===== config.mk =====
export PLATFORM = sky130hd
export DESIGN_NAME = efws_cell
export DESIGN_NICKNAME = d
export VERILOG_FILES = /design/src/rtl/core/efws_pkg.sv /design/src/rtl/core/efws_cell.sv
export SDC_FILE = /design/constraint.sdc
export NUM_CORES = 1
export LEC_CHECK = 0
export ABC_AREA = 0
export ABC_CLOCK_PERIOD_IN_PS = 10000
export BUFFER_PORTS_ARGS = -buffer_cell sky130_fd_sc_hd__buf_2
export CORE_MARGIN = 1
export CORE_UTILIZATION = 40
export CTS_BUF_LIST = sky130_fd_sc_hd__clkbuf_8
export DETAILED_ROUTE_END_ITERATION = 7
export GPL_ROUTABILITY_DRIVEN = 0
export PLACE_DENSITY = 0.68
export SYNTH_ARGS = -nofsm -noshare
export SYNTH_HDL_FRONTEND = slang
export SYNTH_SLANG_ARGS = --single-unit

===== constraint.sdc =====
create_clock -name i_clk -period 10 [get_ports i_clk]
set_clock_uncertainty 0.05 [all_clocks]
set_input_delay 2 -clock i_clk [delete_from_list [all_inputs] [get_ports i_clk]]
set_output_delay 2 -clock i_clk [all_outputs]
set_load 0.005 [all_outputs]

===== src/rtl/core/efws_pkg.sv =====
// ----------------------------------------------------------------------------
// efws_pkg: shared types and constants for the earliest-free-worker scheduler
// Field widths, reset values and the saturating time adder used by the cells.
// ----------------------------------------------------------------------------
`default_nettype none

package efws_pkg;

    localparam int NUM_WORKERS_DEF = 16;   // default number of worker cells
    localparam int COUNT_W         = 5;    // worker_count register width
    localparam int DUR_W           = 32;   // job duration width
    localparam int TIME_W          = 64;   // free time / start time width
    localparam int OUT_IDX_W       = 4;    // reported worker index width

    localparam logic [COUNT_W-1:0] COUNT_RST = COUNT_W'(16);

    // Update broadcast from the chain tail to every cell.
    typedef struct packed {
        logic             en;
        logic [DUR_W-1:0] dur;
    } t_upd;

    // Free time plus duration, pinned at all ones on overflow.
    function automatic logic [TIME_W-1:0] sat_add(input logic [TIME_W-1:0] a,
                                                  input logic [DUR_W-1:0]  b);
        logic [TIME_W:0] sum;
        sum = {1'b0, a} + {{(TIME_W-DUR_W+1){1'b0}}, b};
        return sum[TIME_W] ? {TIME_W{1'b1}} : sum[TIME_W-1:0];
    endfunction

endpackage

`default_nettype wire


===== src/rtl/core/efws_cell.sv =====
// ----------------------------------------------------------------------------
// efws_cell: one worker of the scheduler chain
// Holds one worker's free time, merges it into the passing min token and
// adds the job duration when the tail picks this worker.
// ----------------------------------------------------------------------------
`default_nettype none

module efws_cell #(
    parameter int IDX_W    = 4,
    parameter int CELL_IDX = 0
) (
    input  wire                               i_clk,
    input  wire                               i_rst_n,
    input  wire  [efws_pkg::COUNT_W-1:0]      i_cfg_count,
    input  wire                               i_in_vld,
    input  wire  [efws_pkg::TIME_W-1:0]       i_in_time,
    input  wire  [IDX_W-1:0]                  i_in_idx,
    input  wire                               i_hold,
    input  wire  efws_pkg::t_upd              i_upd,
    input  wire  [IDX_W-1:0]                  i_upd_idx,
    output logic                              o_tok_vld,
    output logic [efws_pkg::TIME_W-1:0]       o_tok_time,
    output logic [IDX_W-1:0]                  o_tok_idx
);

    localparam logic [IDX_W-1:0] MY_IDX = IDX_W'(CELL_IDX);

    logic [efws_pkg::TIME_W-1:0] r_time;
    logic                        r_vld, n_vld;
    logic [efws_pkg::TIME_W-1:0] r_tok_time;
    logic [IDX_W-1:0]            r_tok_idx;
    logic                        w_part;
    logic                        w_take;

    // worker 0 always takes part; others only below the configured count
    assign w_part = (CELL_IDX == 0) || (int'(i_cfg_count) > CELL_IDX);
    // strict compare keeps the lower index on ties
    assign w_take = w_part && (r_time < i_in_time);

    assign n_vld = i_in_vld | (r_vld & i_hold);

    always_ff @(posedge i_clk) begin
        if (!i_rst_n) begin
            r_vld  <= 1'b0;
            r_time <= '0;
        end else begin
            r_vld <= n_vld;
            if (i_upd.en && (i_upd_idx == MY_IDX)) begin
                r_time <= efws_pkg::sat_add(r_time, i_upd.dur);
            end
        end
    end

    always_ff @(posedge i_clk) begin
        if (i_in_vld) begin
            r_tok_time <= w_take ? r_time : i_in_time;
            r_tok_idx  <= w_take ? MY_IDX : i_in_idx;
        end
    end

    assign o_tok_vld  = r_vld;
    assign o_tok_time = r_tok_time;
    assign o_tok_idx  = r_tok_idx;

endmodule

`default_nettype wire


=== Word level (Yosys, flattened, before mapping) ===
Index checks and enable logic that the tools add are counted.

* Flip-flop bits (word level): 133
* Bits of input ports: 114
* Output and inout port bits: 69
* Logic and storage cells: 12

* Add/sub/neg operators: 1
* Order comparisons: 1
* Multiplexer cells: 2
* Bitwise gates (word level): 2
* Reductions and logical operators: 2

{| class="wikitable"
|+ Operators by type and width
! operator !! count
|-
| $mux 64 || 2
|-
| $add 64x32->65 || 1
|-
| $lt 64x64->1 || 1
|-
| $logic_not 4->1 || 1
|-
| $and 1x1->1 || 1
|-
| $logic_and 1x1->1 || 1
|-
| $or 1x1->1 || 1
|}

=== Longest topological paths before layout ===
Gate-level depths: netlist of the first run.

* Word-level depth: 2
* Depth in mapped cells: 12
* Gate-level depth less buffers: 10

=== Worst setup path before layout of the first run ===
OpenSTA, ideal clock, no wires.

* Kind: input-to-reg
* From: input port i_in_time[25] (netlist name)
* To: register r_tok_time, in the netlist o_tok_time[47] (data pin)
* Library setup time: 0.262 ns
* Arrival time: 4.219 ns
* Required time: 9.688 ns
* Path slack: 5.468 ns
* Stages: 12
* Buffers on the path: 2
* Path through: inv_1 > ha_1 > a21o_1 > a21o_1 > a211oi_1 > o21bai_1 > a21o_1 > a221oi_1 > o21ai_1 > buf_2 > buf_2 > mux2_1

* Cells in the longest elaborated chain, start to end: 2

{| class="wikitable"
|+ RTL lines
! item !! RTL line !! RTL
|-
| start: declaration || efws_cell.sv:16 || <nowiki>input wire [efws_pkg::TIME_W-1:0] i_in_time,</nowiki>
|-
| $lt 64x64->1 || efws_cell.sv:38 || <nowiki>assign w_take = w_part && (r_time < i_in_time);</nowiki>
|-
| $mux 64 || efws_cell.sv:56 || <nowiki>r_tok_time <= w_take ? r_time : i_in_time;</nowiki>
|-
| end signal: assignment || efws_cell.sv:56 ||
|-
| end: declaration || efws_cell.sv:30 || <nowiki>logic [efws_pkg::TIME_W-1:0] r_tok_time;</nowiki>
|}

No other way between the ends.
A chain may end at the register's enable or synchronous reset.

=== Final worst setup path of the first run ===
* From: input port i_in_time[13] (netlist name)
* To: register r_tok_time, in the netlist o_tok_time[6] (data pin)

Same word-level chain as after synthesis.

==> run_results.csv, run 1 <==
group,metric,value,unit
cells_and_area,n_antenna_cell,0,
worst_setup_path,start_kind,"primary input",
route,postRouteAntennaNets,0,
placed_design,post-dp-hpwl,17.7,mm
route,drt-pass1-iter-count,5,
synthesis,yosys.area.top_type,"edfxtp_1",
synthesis,yosysWarningCount,0,
floorplanning,die_h,153,um
worst_setup_path,cp_data_required_time,10.17,ns
cells_and_area,area_growth,16.5,%
floorplanning,die_area,23600,um^2
synthesis,synth_xor_area_share,3.63,%
placed_design,place_area,10300,um^2
sta,min_period,5.26,ns
global_route,grt_usage,20.4,%
cts,hold_buffers,0,
synthesis,syn_area,9180,um^2
sta,drv_slew,0,
power,ir_worst_vdd,0.0000709,V
synthesis,postSynth.asyncResetShare,0,%
synthesis,synthAdderAreaFrac,13.2,%
cells_and_area,fillers,2136,
worst_setup_path,slowest_delay,0.85,ns
global_route,overflow,0,
floorplanning,start_util,40.7,%
route,post_drt_wl_per_cell,16.6,um
worst_setup_path,crit_path_max_fanout,39,
cts,cts_resized,0,
sta,setup_tns,0,ns
route,viasPerCell,5.58,
placed_design,io_buffers,177,
cts,cts.path.max_buffers,2,
power,p_leak,5.03,nW
synthesis,yosysSeqAreaShare,36.4,%
global_route,grt_pass1_wl,38.5,mm
synthesis,synth_nets,1172,
worst_setup_path,critPathKind,"primary input to register",
cts,htreeDepth,4,
route,finalWirelength,23.7,mm
cells_and_area,utilization,47.4,%
cts,clockRootBuffer,"clkbuf_8",
min_path,hold_path_class,"register to register",
cells_and_area,fin_nets,1338,
synthesis,ys_top_cells_by_count,"ha_1 (95), a21oi_1 (83), inv_1 (71)",
route,wl_met2,10.8,mm
cts,postCtsSetupRepairBufs,0,
outcome,status,"complete, no violations",
route,wl_met1,11.0,mm
cells_and_area,drive_gt1_share,25.1,%
cells_and_area,stdcell_area,10700,um^2
cells_and_area,seq_area,3340,um^2
route,drt_iter0_drc,422,
floorplanning,core_area,22600,um^2
global_route,grt_max_degree,70,
global_route,antenna_found_initial,1,
synthesis,synth_most_common_cell,"ha_1",
cts,cts-buffers-inserted,17,
cts,cts.sinks,133,
route,via_count,7960,
synthesis,muxShareOfSynthArea,7.84,%
power,p_per_area,112,nW/um^2
cts,clock_latency,0.47,ns
sta,min_period_over_period,52.6,%
worst_setup_path,cp_slowest_cell,"o21ai_4",
sta,rsz0062_at_grt,"no",
synthesis,synth_compound_gate_area_share,21.5,%
cts,cts_tree,"built",
sta,setup_violations,0,
floorplanning,die_x,153,um
global_route,grt_pass1_vias,7819,
flow_run,max-cap-violations,0,
synthesis,synth_edf_count,68,
route,wl_met3,1.22,mm
sta,worst_pin_slew,1.01,ns
worst_setup_path,critPathArrivalTime,5.43,ns
route,maxUsedRoutingLayer,"met5",
synthesis,synth_top_area_share,22.3,%
synthesis,synth.avg_cell_area,9.54,um^2
sta,finalHoldViolCount,0,
cts,clk_pin_slew_worst_paths,0.09,ns
floorplanning,core.rowCount,55,
worst_setup_path,path_cells,"buf_2, inv_1, ha_1, nand4_1, a211oi_1, nand2_1, o211ai_1, a221oi_1, o21ai_4, buf_4, mux2_2",
synthesis,ys_top_cells_by_area,"edfxtp_1 (22%), dfxtp_1 (14%), ha_1 (13%)",
synthesis,ys_seq_elements,133,
sta,fmaxAchievable,190,MHz
synthesis,synth_top_family_by_area,"compound AO/OA/AOI/OAI gates",
synthesis,ys_types,66,
worst_setup_path,endpoint_kind,"register",
synthesis,synth_ff_type,"edfxtp_1",
power,power,1.20,mW
floorplanning,boundaryPins,183,
synthesis,synthSimpleGateAreaFrac,12.9,%
synthesis,syn_inst,962,
cells_and_area,multi_input_area,5430,um^2
route,drc,0,
sta,maxSlewHeadroom,32.3,%
## power by group
group | switching, mW | internal [mW] | total (mW) | leakage (nW)
clock network | 0.244 | 0.223 | 0.467 | 0.195
registers | 0.00603 | 0.586 | 0.592 | 1.23
logic | 0.0797 | 0.0587 | 0.138 | 3.61
total | 0.330 | 0.867 | 1.20 | 5.03
## state kept, by name, indices dropped and copies added (netlist names)
name,cells
o_tok_time,64
r_time,64
o_tok_idx,4
o_tok_vld,1
## per-layer routing
| layer | GRT usage [%] | vias up |
|---|---|---|
| met3 | 4.39 | 45 |
| met1 | 26.0 | 3713 |
| li1 | - | 3986 |
| met2 | 33.9 | 214 |
| met4 | 7.76 | 2 |
| met5 | 0 | - |
## area by class of cell
cell class	count	share of cell area, %
clock buffer	17	2.19
timing repair buffer	180	8.50
multi-input combinational	725	50.8
inverter	71	2.49
tap	285	3.33
clock inverter	15	1.44
sequential	133	31.3
## kinds of logic (layout without fill, tap and decap cells)
logic type / count (synthesis) / in the layout
muxes: 64 / 64
xor gates and xnor gates: 38 / 38
buffers and inverters: 104 / 283
adders and majority gates: 96 / 96
and+or+nand+nor: 225 / 225
DFF: 133 / 133
AOI/OAI and AO/OA: 302 / 302
## placed cells by master (no fill, tap or decap), types with 16 or more instances in the layout
master and n:
a21o_1 36, a21oi_1 83, a31oi_1 22, and2_1 16
and3_1 19, buf_2 177, clkbuf_8 17, dfxtp_1 65
edfxtp_1 68, ha_1 95, inv_1 72, mux2_2 55
nand2_1 54, nand3_1 18, nand4_1 23, nor2_1 35
nor3_1 18, o21ai_0 65, xor2_1 24
## worst max-delay path: cells and delay by family
| family | cells | cell delay (ns) |
|---|---|---|
| AOI/OAI and AO/OA | 4 | 1.76 |
| adders and majority gates | 1 | 0.29 |
| muxes | 1 | 0.40 |
| and+or+nand+nor | 2 | 0.23 |
| buffers and inverters | 3 | 0.69 |
## stage by stage
step	cells	hold WS (ns)	worst slack, ns
finish	1426	0.436	4.74
global route	1426	0.461	4.45
CTS	1426	0.443	4.70
detailed placement	1394	0.422	4.20
global placement	1394	0.414	4.28
floorplan	962	0.429	5.47
## worst paths after layout
check                start  slack, ns  cells after the start             to
max          i_in_time[13]       4.74                     11  o_tok_time[6]
min              o_tok_vld       0.44                      2      o_tok_vld
max reg2reg     r_time[15]       6.04                      9  o_tok_time[6]
min reg2reg      o_tok_vld       0.44                      2      o_tok_vld
(Power assumes the default switching activity.)
==> run 2: changes to the inputs <==
--- a/config.mk
+++ b/config.mk
@@ -6,7 +6,7 @@
 export NUM_CORES = 1
 export LEC_CHECK = 0
 export ABC_AREA = 0
-export ABC_CLOCK_PERIOD_IN_PS = 10000
+export ABC_CLOCK_PERIOD_IN_PS = 5200
 export BUFFER_PORTS_ARGS = -buffer_cell sky130_fd_sc_hd__buf_2
 export CORE_MARGIN = 1
 export CORE_UTILIZATION = 40
==> constraint.sdc (replaced) <==
create_clock -name i_clk -period 5.2 [get_ports i_clk]
set_clock_uncertainty 0.05 [all_clocks]
set_input_delay 1.04 -clock i_clk [delete_from_list [all_inputs] [get_ports i_clk]]
set_output_delay 1.04 -clock i_clk [all_outputs]
set_load 0.005 [all_outputs]
==> run 2 against run 1 <==
Against the previous run:
- combinational power grew 93%
- register-to-register slack lost 4.3 ns
- die area is the same
- sequential power is 93% higher
- total power increased by 90%
- cell count grew 0.21%
- critical endpoint is now r_time[43]
- non-clock buffer count increased by 3
- sequential share of layout area shrank 0.080 points
- critical path type unchanged
- highest routed layer is now met4
- global-route usage rose by 0.16 points
==> run_results.csv, run 2 (synthesis gave the netlist of run 1 again) <==
group,metric,value,unit
outcome,status,"complete, no violations",
route,drt_iter0_drc,430,
power,p_leak,5.04,nW
cells_and_area,utilization,47.5,%
cells_and_area,seq_area,3340,um^2
global_route,antenna_found_initial,0,
cells_and_area,area_growth,16.8,%
floorplanning,die_area,23600,um^2
floorplanning,die_h,153,um
worst_setup_path,r2r_start,"r_time[49]",
route,finalWirelength,24.0,mm
sta,holdWs,0.441,ns
worst_setup_path,critPathKind,"primary input to register",
cts,cts.path.max_buffers,2,
placed_design,place_ws,1.06,ns
cells_and_area,drive_gt1_share,25.3,%
sta,min_period_over_period,70.4,%
cts,clk_pin_slew_worst_paths,0.08,ns
route,drt-pass1-iter-count,5,
worst_setup_path,crit_path_max_fanout,13,
cells_and_area,fillers,2198,
worst_setup_path,regToRegEndpoint,"o_tok_time[4]",
cts,cts_resized,0,
flow_run,max-cap-violations,0,
global_route,grt_pass1_wl,38.8,mm
global_route,grt_usage,20.6,%
sta,rsz0062_at_grt,"no",
floorplanning,boundaryPins,183,
sta,min_period,3.66,ns
worst_setup_path,cp_data_required_time,5.52,ns
sta,finalHoldViolCount,0,
floorplanning,die_x,153,um
route,postRouteAntennaNets,0,
placed_design,post-dp-hpwl,18.0,mm
power,p_per_area,212,nW/um^2
sta,maxSlewHeadroom,31.2,%
sta,layout_setup_ws,1.54,ns
power,ir_worst_vdd,0.000124,V
sta,worst_pin_slew,1.03,ns
global_route,grt_max_degree,44,
worst_setup_path,endpoint_kind,"register",
worst_setup_path,critPathArrivalTime,3.98,ns
cells_and_area,n_antenna_cell,0,
placed_design,io_buffers,177,
sta,drv_slew,0,
cells_and_area,fin_nets,1341,
floorplanning,core.rowCount,55,
sta,setup_tns,0,ns
route,post_drt_wl_per_cell,16.8,um
sta,setup_violations,0,
route,viasPerCell,5.57,
worst_setup_path,start_kind,"primary input",
sta,fmaxAchievable,273,MHz
cells_and_area,layout_commonest_cell,"buf_2",
cts,cts.sinks,133,
cts,clockRootBuffer,"clkbuf_8",
route,drc,0,
floorplanning,core_area,22600,um^2
cts,postCtsSetupRepairBufs,0,
cts,cts_tree,"built",
cells_and_area,layout_common_cells,"buf_2 (177), ha_1 (95), a21oi_1 (83), inv_1 (71), edfxtp_1 (68)",
cts,clock_latency,0.46,ns
cells_and_area,multi_input_area,5430,um^2
min_path,hold_path_class,"register to register",
cts,cts-buffers-inserted,17,
worst_setup_path,worstSetupEndpoint,"r_time[43]",
route,via_count,7963,
floorplanning,start_util,40.7,%
cts,htreeDepth,4,
cts,hold_buffers,0,
global_route,overflow,0,
worst_setup_path,rr_worst_depth,9,
worst_setup_path,r2r_setup_slack,1.78,ns
worst_setup_path,startpoint,"i_upd[21]",
global_route,grt_pass1_vias,7809,
[run 2: cell types whose count changed in the layout (fill, tap and decap cells not counted), sizes merged]
cell | before | now
buf | 180 | 183
bufinv | 2 | 1
clkinvlp | 3 | 4
inv | 77 | 76
clkbuf | 17 | 19
clkinv | 4 | 3
[run 2: area by class of cell]
type | count | share of cell area [%]
Multi-Input combinational cell | 725 | 50.7
Tap cell | 285 | 3.33
Sequential cell | 133 | 31.2
Timing Repair Buffer | 183 | 8.80
Clock inverter | 13 | 1.11
Inverter | 71 | 2.49
Clock buffer | 19 | 2.44
[run 2: report_power, final]
group          switching (mW)  leakage (nW)  internal, mW
clock                   0.461         0.186         0.408
combinational           0.153          3.63         0.113
sequential             0.0117          1.23          1.13
total                   0.625          5.04          1.65
[run 2: how the worst min path moves through the flow]
stage / startpoint / endpoint / cells past startpoint
global route: o_tok_vld / o_tok_vld / 2
detailed placement: o_tok_vld / o_tok_vld / 2
CTS: o_tok_vld / o_tok_vld / 2
floorplan: o_tok_vld / o_tok_vld / 2
global placement: o_tok_vld / o_tok_vld / 2
finish: o_tok_vld / o_tok_vld / 2
[run 2: critical path, cell delays in order]
cell	delay, ns
buf_2	0.10
ha_1	0.43
nand2_1	0.16
o21ai_0	0.28
a211oi_1	0.11
a211oi_2	0.40
o211ai_4	0.23
a21oi_2	0.45
nand2_1	0.49
a21oi_1	0.29
[run 2: routing by layer]
metal,routed length (um),track usage (%),vias up
met2,11100,34.7,231
met1,11100,26.6,3733
met4,418,6.10,0
met5,0,0,-
li1,-,-,3972
met3,1280,3.94,27
[run 2: through the flow]
stage | power (mW) | cell area (um^2) | std cells
after floorplan | 1.31 | 9180 | 962
after global placement | 1.42 | 10300 | 1397
after detailed placement | 1.43 | 10300 | 1397
after CTS | 2.29 | 10700 | 1429
after global routing | 2.37 | 10700 | 1429
final | 2.27 | 10700 | 1429
